--- src/sv/cfdt_pkg.sv ---
// shared constants and types for the constant fraction edge timer
package cfdt_pkg;

    localparam int MAX_SAMPLES_DEF = 1024;
    localparam logic [15:0] FRACTION_RESET = 16'd32768;
    localparam logic [15:0] PEAK_RESET = 16'sh8000;
    localparam int QUOT_BITS = 40;
    localparam int MAG_BITS = 64;

    localparam logic [0:0] ADDR_FRACTION = 1'b0;

    // controller commands to the datapath
    typedef struct packed {
        logic store;      // write sample and update peak
        logic clear;      // clear waveform state
        logic rd_start;   // read scan entry (address from scan index)
        logic scan_init;  // load scan index from peak index
        logic scan_dec;   // step scan index down
        logic lat_cur;    // latch current entry
        logic lat_prev;   // latch previous entry
        logic mul_start;  // form numerator product
        logic div_start;  // start divider
        logic res_load;   // load result register
        logic res_found;  // result marks a crossing
    } t_cmd;

    // datapath status to the controller
    typedef struct packed {
        logic can_scan;   // peak positive and not at index zero
        logic cur_ge;     // current latched entry meets threshold
        logic prev_lt;    // previous latched entry below threshold
        logic scan_zero;  // scan index reached zero
        logic scan_one;   // scan index at one, last candidate
        logic div_done;
    } t_stat;

endpackage

--- src/sv/cfdt_ctrl.sv ---
// sequencer: sample load, backward scan, interpolation and result handoff
module cfdt_ctrl
    import cfdt_pkg::*;
(
    input  logic  i_clk,
    input  logic  i_rst_n,
    input  logic  i_in_fire,
    input  logic  i_last,
    input  logic  i_out_taken,
    input  t_stat i_stat,
    output t_cmd  o_cmd,
    output logic  o_in_ready,
    output logic  o_out_valid
);
    localparam logic [3:0] S_LOAD = 4'd0, S_INIT = 4'd1, S_RDC = 4'd2, S_CHKC = 4'd3,
                           S_CHKP = 4'd4, S_MUL = 4'd5, S_DIV = 4'd6, S_WAIT = 4'd7,
                           S_OUT = 4'd8, S_RDCW = 4'd9, S_RDPW = 4'd10, S_RES = 4'd11;

    logic [3:0] r_state, n_state;
    logic       r_ov, n_ov;
    logic       w_res_free;

    // result register can be reloaded when empty or taken in this cycle
    assign w_res_free = !r_ov || i_out_taken;

    always_comb begin
        n_state = r_state;
        n_ov    = r_ov;
        o_cmd   = '0;
        o_in_ready = 1'b0;
        if (i_out_taken) n_ov = 1'b0;
        case (r_state)
            S_LOAD: begin
                o_in_ready = 1'b1;
                if (i_in_fire) begin
                    o_cmd.store = 1'b1;
                    if (i_last) n_state = S_INIT;
                end
            end
            S_INIT: begin
                if (i_stat.can_scan) begin
                    o_cmd.scan_init = 1'b1;
                    n_state = S_RDC;
                end else begin
                    n_state = S_OUT;
                end
            end
            S_RDC: begin
                o_cmd.rd_start = 1'b1;
                n_state = S_RDCW;
            end
            S_RDCW: n_state = S_CHKC;
            S_CHKC: begin
                o_cmd.lat_cur = 1'b1;
                if (i_stat.cur_ge) begin
                    o_cmd.scan_dec = 1'b1;
                    n_state = S_RDPW;
                end else if (i_stat.scan_one) begin
                    n_state = S_OUT;
                end else begin
                    o_cmd.scan_dec = 1'b1;
                    n_state = S_RDC;
                end
            end
            S_RDPW: begin
                o_cmd.rd_start = 1'b1;
                n_state = S_CHKP;
            end
            S_CHKP: begin
                o_cmd.lat_prev = 1'b1;
                if (i_stat.prev_lt) n_state = S_MUL;
                else if (i_stat.scan_zero) n_state = S_OUT;
                else n_state = S_RDC;
            end
            S_MUL: begin
                o_cmd.mul_start = 1'b1;
                n_state = S_DIV;
            end
            S_DIV: begin
                o_cmd.div_start = 1'b1;
                n_state = S_WAIT;
            end
            S_WAIT: begin
                if (i_stat.div_done) n_state = S_RES;
            end
            S_RES: begin
                if (w_res_free) begin
                    o_cmd.res_load = 1'b1;
                    o_cmd.res_found = 1'b1;
                    o_cmd.clear = 1'b1;
                    n_ov = 1'b1;
                    n_state = S_LOAD;
                end
            end
            S_OUT: begin
                if (w_res_free) begin
                    o_cmd.res_load = 1'b1;
                    o_cmd.clear = 1'b1;
                    n_ov = 1'b1;
                    n_state = S_LOAD;
                end
            end
            default: n_state = S_LOAD;
        endcase
    end

    always_ff @(posedge i_clk) begin
        if (!i_rst_n) begin
            r_state <= S_LOAD;
            r_ov    <= 1'b0;
        end else begin
            r_state <= n_state;
            r_ov    <= n_ov;
        end
    end

    assign o_out_valid = r_ov;
endmodule

--- config.mk ---
export PLATFORM = sky130hd
export DESIGN_NAME = cfdt_ctrl
export DESIGN_NICKNAME = d
export VERILOG_FILES = /design/src/sv/cfdt_pkg.sv /design/src/sv/cfdt_ctrl.sv
export SDC_FILE = /design/constraint.sdc
export NUM_CORES = 1
export LEC_CHECK = 0
export ABC_AREA = 0
export ABC_CLOCK_PERIOD_IN_PS = 2000
export BUFFER_PORTS_ARGS = -buffer_cell sky130_fd_sc_hd__clkbuf_2
export CORE_MARGIN = 3
export CORE_UTILIZATION = 30
export DETAILED_ROUTE_END_ITERATION = 7
export GPL_ROUTABILITY_DRIVEN = 0
export PLACE_DENSITY_LB_ADDON = 0.15
export SETUP_SLACK_MARGIN = 0.2
export SYNTH_ARGS = -nofsm -noshare
export SYNTH_HDL_FRONTEND = slang
export SYNTH_SLANG_ARGS = --single-unit
--- constraint.sdc ---
create_clock -name i_clk -period 2 [get_ports i_clk]
set_input_delay 0.2 -clock i_clk [delete_from_list [all_inputs] [get_ports i_clk]]
set_output_delay 0.2 -clock i_clk [all_outputs]
set_load 0.005 [all_outputs]
[After elaboration in Yosys (flattened, before gate mapping)]
Index checks and enable logic that the tools add are counted.
Word-level totals
  bits of input ports: 11
  word-level logic and storage cells: 53
  output and inout bits: 13
  register bits: 5
Cells by class
  eq/ne operators: 15
  reduce and logical (&&, ||, !) cells: 6
  muxes and demuxes: 30
Operator list (count)
  $pmux 4 s11: 1
  $mux 4: 9
  $mux 1: 17
  $eq 4x3->1 const B: 4
  $eq 4x4->1 const B: 4
  $eq 4x2->1 const B: 2
  $ne 2x2->1 const B: 3
  $eq 4x1->1 const B: 1
  $logic_not 4->1: 1
  $mux 2: 2
  $reduce_and 4->1: 1
  $reduce_or 2->1: 2
  $ne 2x1->1 const B: 1
  $pmux 1 s2: 1
  $logic_not 1->1: 1
  $logic_or 1x1->1: 1

[Longest topological paths before layout]
Gate-level depths: netlist of the first run.
  depth after elaboration: 4
  mapped depth: 6
  depth with buffers taken out: 5

[Worst setup path before layout of the first run]
No wires, ideal clock.
  path type: register to register
  from: register r_state[3]
  to: register r_state[0]
  arrival time: 1479 ps
  required time: 1941 ps
  setup time: 59 ps
  slack: 463 ps
  cell stages (with the launch flop): 7
  clock period less this slack: 1537 ps
  path buffers: 1
  path through: dfxtp_1 > buf_4 > nand2b_1 > nor3_1 > or4b_4 > o21ai_1 > and2_1
Between the ends
  word-level cells in the longest chain between the ends: 4
  elaborated cells on any way between the ends: 19
  classes of those cells: 15 x eq/ne; 1 x mux; 3 x reduce/logical
Ends and longest elaborated chain
  start, declared: RTL line cfdt_ctrl.sv:19  | logic [3:0] r_state, n_state;
  start signal, assigned: RTL line cfdt_ctrl.sv:112  | r_state <= n_state;
  $eq 4x4->1: RTL line cfdt_ctrl.sv:32  | case (r_state)
  $reduce_or 2->1 (no source line)
  $ne 2x1->1 (no source line)
  $reduce_and 4->1 (no source line)
Parallel ways exist; a longest one is shown, timed or not.
A chain may end at the register's enable or synchronous reset.

[Final worst setup path of the first run]
  from: register r_state[1]
  to: register r_state[1]
Same word-level chain as after synthesis.

==> results by stage, run 1 <==
GRT:
- The total overflow left after global routing is 0.
- The first global-routing pass estimated 2260 um of wire.
- The via count of the first global-routing pass is 520.
- For this run, the total global-route usage over all layers was measured as 0.148.
- The initial antenna violation count was 0.
- Entering global routing, the biggest net connects 15 pins.

Placement:
- In this run the tool buffered the top-level ports with 23 buffer cells.
- Detailed placement ended at an HPWL of 1090 um.
- The number of placed instances, taps included, is 107.

Critical path:
- The critical register-to-register path endpoint is r_state[1].
- The startpoint identified for the worst register-to-register timing path is r_state[1].
- The largest fanout of any net on the critical path is 11.
- The number of cells on the worst reg-to-reg path is 5.
- The kind of end point of the critical path is a flop.
- The worst setup path is of the reg -> reg kind.
- The required time of the worst setup path is 2.19 ns.
- STA classifies the critical path startpoint as a flop.
- The setup check on the worst reg-to-reg path leaves a slack of 0.37 ns.
- The data arrival time of the critical path is 1.82 ns.

Synth:
- The synthesized design spends more area on one cell type than any other, namely dfxtp_1.
- The number of instances in the synthesized netlist is 71.
- The average instance in the mapped netlist occupies 6.89 um^2.
- In the post-synthesis netlist, the biggest area contributors are dfxtp_1 20%, nor3_1 7.2%, nor2_1 6.1%.
- The share of synthesized area in the top cell type comes to 0.205.
- The distinct cell type count after synthesis is 29.
- Synthesis inferred 5 register bits.
- After synthesis the cells add up to 489 um^2.
- The share of the Yosys chip area taken by registers is 0.205.
- The post-synth net total is 82.
- The count of yosys warnings during synthesis is 0.

Clock network:
- The buffer depth of the longest clock path is 2.
- The clock root buffer master is clkbuf_4.
- In this run the post-CTS setup repair buffer count came out at 0.
- The clock insertion delay at the later pin of the skew report is 0.24 ns.
- The post-cts gate resize count is 0.
- The number of buffers inserted for hold repair after clock tree synthesis is 0.
- After clock tree synthesis, the clock-pin slew on the worst setup and hold paths is 0.04 ns.
- TritonCTS built the clock tree.
- The number of clock buffers inserted by TritonCTS is 3.
- The total number of clock tree sinks is 5.
- The number of H-tree levels is 1.

STA:
- The number of slew-limit violations in the final report is 0.
- The count of final setup violators is 0.
- The time the worst path needs with I/O delays and setup is 1.63 ns.
- The hold violation total from the final report is 0.
- In the final timing run, aggregate negative setup slack is 0 ns.
- For the pin with the worst max-slew slack, the measured transition is 0.373 ns.
- The remaining max-slew budget at the tightest pin is 0.751.
- The highest clock rate is 0.613 GHz.
- The share of the cycle needed by the critical path after routing is 0.816.
- Setup repair after global routing left no endpoint under its margin.
- The worst setup skew after layout is 0.00182 ns.

Hold path:
- The worst hold path terminates at r_state[3].
- The launch point of the worst hold path is i_rst_n.
- The worst hold path passes through 2 cells.
- The path type of the worst min-delay path is in -> reg.

Detailed routing:
- The detailed router placed 597 vias in this run.
- The remaining design rule violation count is 0.
- In the final routed layout, each cell accounts on average for 12.3 um.
- In the routed layout, each cell is associated on average with a via count of 5.38.
- The sum of routed wire length over all layers is 1370 um.
- The violation count after the first detailed-route iteration is 13.
- The first-pass detailed-route iteration total is 4.
- In this run the remaining antenna-violating nets after routing total 0.

Flow run:
- Across the run, the number of max-cap violations was 0.

Final layout:
- The fraction of final layout cells sized beyond drive strength 1 is 0.333.
- Leaving out fill and tap cells, the most frequent cells in the layout are 23 x clkbuf_2, 8 x nor2_1, 7 x nor3_1.
- The count of cells in the finished layout, fillers not included, comes to 111.
- The number of fillers in the final layout is 152.
- After the last flow step, the layout net total stands at 108.
- The antenna diode count is 0.
- Leaving out fill and tap cells, the most frequent cell in the layout is clkbuf_2.
- Relative to the synthesized area, the layout overhead comes to 32.5%.

Floorplan:
- 24 I/O pins were placed.
- The overall die area is 0.00215 mm^2.
- The die is 46.4 um tall.
- The initial core utilization is 0.346.
- The placeable core area is 0.00142 mm^2.
- The floorplan step set the die width to 46.4 um.
- The floorplan has 13 rows.

Pwr:
- The cell leakage power is 0.000286 uW.
- The maximum vdd ir drop is 0.309 mV.
- For this design the ratio of total power to cell area is 534 mW/mm^2.

Run status:
- The flow ran to the end, and the final reports show no timing, DRC or antenna violations.
-- metal layers --
metal / wire (um) / vias up / track usage
li1: - / 306 / -
met1: 612 / 262 / 0.168
met2: 642 / 25 / 0.250
met3: 94 / 4 / 0.0586
met4: 19 / 0 / 0.0511
met5: 0 / - / 0
-- worst max path at each step --
stage / startpoint / cells past startpoint / end
after global placement: r_state[1] / 6 / r_state[1]
after CTS: r_state[1] / 5 / r_state[1]
after detailed placement: r_state[1] / 5 / r_state[1]
after global routing: r_state[2] / 4 / o_cmd[4]
final: r_state[1] / 5 / r_state[1]
after floorplan: r_state[3] / 6 / r_state[0]
-- cells in the mapped netlist --
cell type  instances
nand2b_1           4
nand2_1            4
a31oi_1            1
clkbuf_1           3
or4b_4             1
nor2_1             8
o31ai_1            2
o21a_1             1
nor3_1             7
o21ai_1            2
buf_2              1
a21oi_1            5
and3_1             1
nor3b_1            1
o21ai_0            5
nand3_1            1
a211oi_1           1
nor4_1             1
xnor2_1            1
a21boi_0           1
buf_4              2
a311oi_1           1
and2_1             4
nor2b_1            4
o21bai_1           1
nor4b_4            1
inv_1              1
nand3b_1           1
dfxtp_1            5
-- power by group --
| group | internal, uW | total (uW) | switching, uW |
|---|---|---|---|
| registers | 107 | 116 | 9.10 |
| logic | 56.3 | 112 | 55.9 |
| clock network | 75.5 | 118 | 42.7 |
-- cell type report --
| class | instances | area (um^2) | area share |
|---|---|---|---|
| multi-input cells | 59 | 354 | 0.546 |
| inverters | 1 | 3.75 | 0.00579 |
| well taps | 15 | 18.8 | 0.0290 |
| flip-flops and latches | 5 | 100 | 0.154 |
| clock buffers | 4 | 26.3 | 0.0405 |
| repair buffers | 27 | 145 | 0.224 |
-- sequential cells by signal (all words and copies together), names as in the netlist --
name / flops
r_state: 4
o_out_valid: 1
-- cell families (layout without fill, tap and decap cells) --
| family | after synthesis | after routing | share of synthesized area |
|---|---|---|---|
| AOI/OAI and AO/OA | 20 | 20 | 0.246 |
| xor gates and xnor gates | 1 | 1 | 0.0179 |
| DFF | 5 | 5 | 0.205 |
| and+or+nand+nor | 38 | 38 | 0.460 |
| buffers and inverters | 7 | 32 | 0.0716 |
-- through the flow --
stage	worst slack, ns	instance area, um^2	util	total power, uW	hold slack (ns)
floorplan	0.463	489	-	191	0.318
global placement	0.379	622	0.439	230	0.470
detailed placement	0.379	622	0.439	230	0.468
CTS	0.365	648	0.458	351	0.212
global route	0.247	648	0.458	372	0.229
finish	0.368	648	0.458	346	0.221
-- worst max-delay path, stage by stage, from the launching register on --
cell and delay, ns:
dfxtp_1 0.51, xnor2_1 0.13, nor4b_4 0.15, or4b_4 0.52
o21ai_1 0.13, and2_1 0.13
(Power assumes the default switching activity.)
==> run 2, diff against run 1 <==
--- a/config.mk
+++ b/config.mk
@@ -6,7 +6,7 @@
 export NUM_CORES = 1
 export LEC_CHECK = 0
 export ABC_AREA = 0
-export ABC_CLOCK_PERIOD_IN_PS = 2000
+export ABC_CLOCK_PERIOD_IN_PS = 1590
 export BUFFER_PORTS_ARGS = -buffer_cell sky130_fd_sc_hd__clkbuf_2
 export CORE_MARGIN = 3
 export CORE_UTILIZATION = 30
==> constraint.sdc (replaced) <==
create_clock -name i_clk -period 1.59 [get_ports i_clk]
set_input_delay 0.159 -clock i_clk [delete_from_list [all_inputs] [get_ports i_clk]]
set_output_delay 0.159 -clock i_clk [all_outputs]
set_load 0.005 [all_outputs]
==> results by stage, run 2 (same netlist as run 1, synthesis figures left out) <==
Run status:
- The run finished with clean final reports.

GRT:
- The total overflow left after global routing is 0.
- The first global-routing pass estimated 2440 um of wire.
- The via count of the first global-routing pass is 551.
- The largest net degree at the start of global routing is 10.
- The initial antenna violation count is 0.
- Across every metal layer, demand over resource in global routing totals 0.155.

Critical path:
- STA classifies the critical path endpoint as a flop.
- The worst setup path is of the reg -> reg kind.
- The largest single stage delay on the critical path is 0.52 ns.
- The number of buffers and inverters on the critical path is 1.
- The largest fanout of any net on the critical path is 8.
- STA puts the critical path data required time at 1.76 ns.
- The largest individual stage delay along the critical path comes from the cell or4b_4.
- The worst register-to-register path has a setup slack of 0.08 ns.
- Traced cell by cell, the critical path runs through buf_6 > a21oi_4 > nor2_1 > or4b_4 > o21ai_2 > and2_1.
- The nature of the critical path startpoint is a flop.
- Among cell families on the critical path, the largest total delay comes from simple AND/OR/NAND/NOR gates.
- The data arrival time of the critical path is 1.69 ns.

Placement:
- The minimum setup slack after placement is 0.0336 ns.
- Once detailed placement completed, the half-perimeter wirelength came to 1130 um.
- The standard cell area after detailed placement is 682 um^2.
- The count of buffers added on input and output ports is 23.
- The number of placed instances, taps included, is 113.

Detailed routing:
- The first-pass detailed-route iteration total is 4.
- The sum of met3 wire segment lengths after detailed routing is 72 um.
- After detailed routing, the number of remaining DRC violations is 0.
- The violation count after the first detailed-route iteration is 9.
- In the final routing, the length of wire on met1 measures 666 um.
- In the routed layout, each cell is associated on average with a via count of 5.09.
- In the final routed layout, each cell accounts on average for 12.8 um.
- After detailed routing, the total wire length is 1570 um.
- The routed layout has 626 vias.
- The count of nets left with antenna violations after detail routing is 0.
- The highest signal layer in the routed design is met3.
- Wire segments on met2 add up to 833 um in the final route.

Floorplan:
- The floorplan die width is 46.4 um.
- The floorplan has 13 rows.
- The core region is 0.00142 mm^2.
- The die covers 0.00215 mm^2.
- From bottom edge to top edge, the die measures 46.4 um.
- The number of placed I/O pins is 24.
- For this configuration, the core starts out at a cell density of 0.346.

STA:
- The final worst setup slack is 0.0786 ns.
- The hold violation total from the final report is 0.
- For the pin with the worst max-slew slack, the measured transition is 0.298 ns.
- The number of slew-limit violations in the final report is 0.
- The time the worst path needs with I/O delays and setup is 1.51 ns.
- The worst setup skew after layout is 0.00230 ns.
- Setup repair after global routing could not meet its margin everywhere.
- In this run the tightest slew margin relative to its limit is 0.800.
- The aggregate negative setup slack is 0 ns.
- The share of the cycle needed by the critical path after routing is 0.951.
- Setup violations remaining at the end of the flow were counted as 0.
- The highest clock rate is 0.662 GHz.

Final layout:
- The final non-filler cell area is 878 um^2.
- Leaving out fill and tap cells, the most frequent cell in the layout is clkbuf_2.
- The register ranked first by flip-flop count is r_state.
- The growth of design area from synthesis to finish is 79.5%.
- 0 antenna diodes ended up in the layout.
- The register with the most flip-flops in the layout has 4 of them.
- The top cell types in the final layout, fill and taps aside, are 19 x clkbuf_2, 9 x buf_4, 7 x nor2_1, 7 x buf_6, 6 x nor3_2.
- The post-route non-filler standard cell count is 123.
- Of the cells placed in the final design, the portion with a size suffix greater than 1 is 0.602.
- The utilization after layout is 0.621.
- At the end of the flow, the number of nets in the layout was 120.

Pwr:
- The cell leakage power is 0.000388 uW.
- The power per cell area is 567 mW/mm^2.
- Across the VDD grid, the largest voltage drop is 0.351 mV.
- The cell internal power dissipation is 343 uW.
- The fraction of power consumed by combinational cells is 0.424.
- The reported net switching power is 154 uW.
- The proportion of total power due to net switching is 0.310.
- Of the total power, the clock network draws 0.284.
- The share of total power dissipated in sequential elements is 0.292.

Clock network:
- The clock root buffer master is clkbuf_4.
- The number of buffers inserted for hold repair after clock tree synthesis is 0.
- In this run the number of H-tree levels came out at 1.
- The clock transition at the registers of the reported paths is 0.04 ns.
- The CTS tree is built.
- The clock insertion delay at the later pin of the skew report is 0.24 ns.
- The clock passes through at most 2 buffers.
- The clock drives 5 sinks.
- The number of clock buffers inserted by TritonCTS is 3.

Flow run:
- The number of max-capacitance violations reported is 0.

Hold path:
- The min-delay analysis places its worst path in the category in -> reg.
run 2: changes by cell type in the layout (fill, tap and decap cells not counted), sizes merged:
cell / previous run / this run
buf: 4 / 20
clkbuf: 27 / 23
run 2: cell type report:
class / instances / area, um^2
inverters: 1 / 3.75
clock buffers: 4 / 26.3
multi-input cells: 59 / 455
repair buffers: 39 / 262
well taps: 15 / 18.8
flip-flops and latches: 5 / 113
fillers: 129 / 537
run 2: power by group through the flow:
stage | clock, uW | sequential (uW) | combinational, uW
5_1_grt | 163 | 146 | 229
4_1_cts | 148 | 143 | 189
6_report | 141 | 145 | 211
3_3_place_gp | 0 | 146 | 169
3_5_place_dp | 0 | 146 | 167
2_1_floorplan | 0 | 140 | 115
run 2: worst paths after layout:
kind	cells after the start	end	startpoint
setup / recovery	6	r_state[1]	r_state[1]
hold / removal	2	r_state[3]	i_rst_n
setup reg to reg	6	r_state[1]	r_state[1]
hold reg to reg	2	o_out_valid	o_out_valid
run 2: stage by stage:
step / total power [uW] / hold WS [ns]
detailed placement: 313 / 0.437
global route: 539 / 0.201
floorplan: 255 / 0.277
global placement: 315 / 0.433
CTS: 481 / 0.184
finish: 498 / 0.186
run 2: layer usage:
metal,GRT usage,up-vias
met1,0.200,278
met5,0,-
li1,-,329
met4,0.0341,0
met2,0.255,19
met3,0.0391,0
run 2: timing repair:
item	4_1_cts	5_1_grt
setup endpoints to repair	12	13
buffers inserted	1	5
pin swaps	3	4
resized for setup	16	20
==> run 3, diff against run 2 <==
--- a/config.mk
+++ b/config.mk
@@ -8,9 +8,9 @@
 export ABC_AREA = 0
 export ABC_CLOCK_PERIOD_IN_PS = 1590
 export BUFFER_PORTS_ARGS = -buffer_cell sky130_fd_sc_hd__clkbuf_2
-export CORE_MARGIN = 3
-export CORE_UTILIZATION = 30
+export CORE_AREA = 3 3 40 42
 export DETAILED_ROUTE_END_ITERATION = 7
+export DIE_AREA = 0 0 43 45
 export GPL_ROUTABILITY_DRIVEN = 0
 export PLACE_DENSITY_LB_ADDON = 0.15
 export SETUP_SLACK_MARGIN = 0.2
==> constraint.sdc (replaced) <==
create_clock -name i_clk -period 1.59 [get_ports i_clk]
set_input_delay 0.318 -clock i_clk [delete_from_list [all_inputs] [get_ports i_clk]]
set_output_delay 0.318 -clock i_clk [all_outputs]
set_load 0.005 [all_outputs]
==> results by stage, run 3 (same netlist as run 1, synthesis figures left out) <==
Floorplan:
- The height of the die is 45 um.
- The total area inside the core boundary comes to 0.00128 mm^2.
- After floorplanning, the core was divided into 13 placement rows.
- The die is 43 um wide.
- The die covers 0.00194 mm^2.
- The number of placed I/O pins is 24.
- For this configuration, the core starts out at a cell density of 0.381.

Clock network:
- The clock transition at the registers of the reported paths is 0.05 ns.
- The clock root buffer master is clkbuf_4.
- No sink is reached through more buffers than the 2 on the longest clock path.
- The number of buffers inserted for hold repair after clock tree synthesis is 0.
- The number of clock buffers inserted by TritonCTS is 3.
- The CTS tree is built.
- The clock insertion delay at the later pin of the skew report is 0.25 ns.
- The total number of clock tree sinks is 5.
- The number of H-tree levels is 1.

Detailed routing:
- The remaining design rule violation count is 0.
- The vias after detailed routing is 663.
- After detailed routing, the total wire length is 1850 um.
- In the routed layout, each cell is associated on average with a via count of 5.35.
- The first-pass detailed-route iteration total is 5.
- In the final routed layout, each cell accounts on average for 14.9 um.
- The violation count after the first detailed-route iteration is 9.
- The count of nets left with antenna violations after detail routing is 0.

Pwr:
- The share of total power dissipated in sequential elements is 0.263.
- The power per cell area is 567 mW/mm^2.
- The fraction of power consumed by combinational cells is 0.446.
- The maximum vdd ir drop is 0.331 mV.
- In this run the static leakage power is 0.000411 uW.
- Internal power comes to 356 uW.
- Of the total power, the share spent switching nets is 0.345.
- After layout, the design draws a total of 544 uW.
- The part of the power in the clock network is 0.290.
- In this run the power spent charging and discharging nets is 188 uW.

GRT:
- The overall routing resource usage is 0.178.
- Entering global routing, the biggest net connects 12 pins.
- The initial antenna violation count is 0.
- The first global-routing pass estimated 2610 um of wire.
- Summed over all layers, the global routing overflow is 0.
- The via count of the first global-routing pass is 604.

STA:
- The transition time at the pin with the least slew margin is 0.330 ns.
- Dividing the final minimum period by the clock period gives 0.994.
- The remaining max-slew budget at the tightest pin is 0.778.
- The time the worst path needs with I/O delays and setup is 1.58 ns.
- The count of final setup violators is 0.
- Setup repair after global routing could not meet its margin everywhere.
- The clock arrives with 0.000747 ns of skew.
- The number of slew-limit violations in the final report is 0.
- The hold violation total from the final report was 0.
- The highest clock rate is 0.633 GHz.
- The final worst setup slack is 0.00973 ns.
- On the final layout, the worst hold slack is 0.338 ns.

Final layout:
- Of the cells placed in the final design, the portion with a size suffix greater than 1 is 0.661.
- The number of flip-flops under the largest register name is 4.
- The repair_antennas step left the layout with diodes totalling 0.
- The final-stage net count is 121.
- The number of fillers in the final layout is 100.
- The area growth from synthesis to layout is 96.2%.
- The final non-filler cell area is 960 um^2.
- The top cell types in the final layout, fill and taps aside, are 17 x clkbuf_2, 9 x buf_4, 6 x buf_2.
- The register with the most flip-flops in the final layout is r_state.
- The post-route non-filler standard cell count is 124.
- The register area is 115 um^2.
- The most common cell after layout, fill and taps aside is clkbuf_2.
- In the final layout, the multi-input gates occupy 487 um^2.

Critical path:
- The critical path contains buffers and inverters numbering 2 combined.
- On the critical path the largest part of the delay comes from simple AND/OR/NAND/NOR gates.
- STA classifies the critical path endpoint as a primary output.
- The critical path is of the reg -> out type.
- The nature of the critical path startpoint is a flop.
- The largest fanout of any net on the critical path is 4.
- Data on the critical path arrives at its endpoint at 1.26 ns.
- For this run, the slowest stage of the critical path takes 0.36 ns.
- For the worst setup path, the data required time is 1.27 ns.
- On the critical path, the stage with the largest delay is an instance of dfxtp_4.
- The number of cells on the worst reg-to-reg path is 7.
- The number of cells on the critical path is 4.
- Walking the worst path, the cells encountered are buf_6 > nor4_4 > and2_1 > buf_2.

Placement:
- The minimum setup slack after placement is 0.0282 ns.
- The standard cell area after detailed placement is 706 um^2.
- The placed instance count is 113.
- The count of buffers added on input and output ports is 23.
- The post-detailed-placement half-perimeter wirelength is 1170 um.

Run status:
- The flow ran to the end, and the final reports show no timing, DRC or antenna violations.

Flow run:
- Max-cap violations in this run came to 0.

Hold path:
- The worst hold path passes through 2 cells.
- The min-delay analysis places its worst path in the category in -> reg.
## run 3: through the flow
stage | TNS, ns | utilization
5_1_grt | -0.0612 | 0.747
3_3_place_gp | 0 | 0.549
6_report | 0 | 0.747
4_1_cts | -0.000604 | 0.682
3_5_place_dp | 0 | 0.549
2_1_floorplan | 0 | -
## run 3: timing repair
item / in CTS / in global routing
gates cloned: 1 / 0
pin swaps: 6 / 8
endpoints found under the setup margin: 14 / 14
buffers inserted: 5 / 1
gates resized for setup: 21 / 24
## run 3: power by group through the flow
stage | sequential (uW) | clock [uW] | combinational (uW)
after CTS | 144 | 154 | 209
after floorplan | 140 | 0 | 119
after detailed placement | 150 | 0 | 169
after global routing | 144 | 170 | 260
after global placement | 150 | 0 | 167
final | 143 | 158 | 243
## run 3: cell type report
type,instances,share of cell area
Tap cell,15,0.0196
Timing Repair Buffer,40,0.319
Inverter,1,0.00652
Multi-Input combinational cell,59,0.507
Sequential cell,5,0.120
Clock buffer,4,0.0274
## run 3: path summary, 6_finish.rpt
path / endpoint / slack (ns) / start
setup / recovery: o_cmd[10] / 0.01 / r_state[0]
hold / removal: r_state[3] / 0.34 / i_rst_n
setup reg to reg: r_state[1] / 0.02 / r_state[0]
hold reg to reg: o_out_valid / 0.65 / o_out_valid
## run 3: routing by layer
| layer | global-route usage | routed length (um) |
|---|---|---|
| met5 | 0 | 0 |
| met4 | 0.0181 | 9 |
| met3 | 0.0478 | 110 |
| met2 | 0.341 | 937 |
| met1 | 0.205 | 794 |
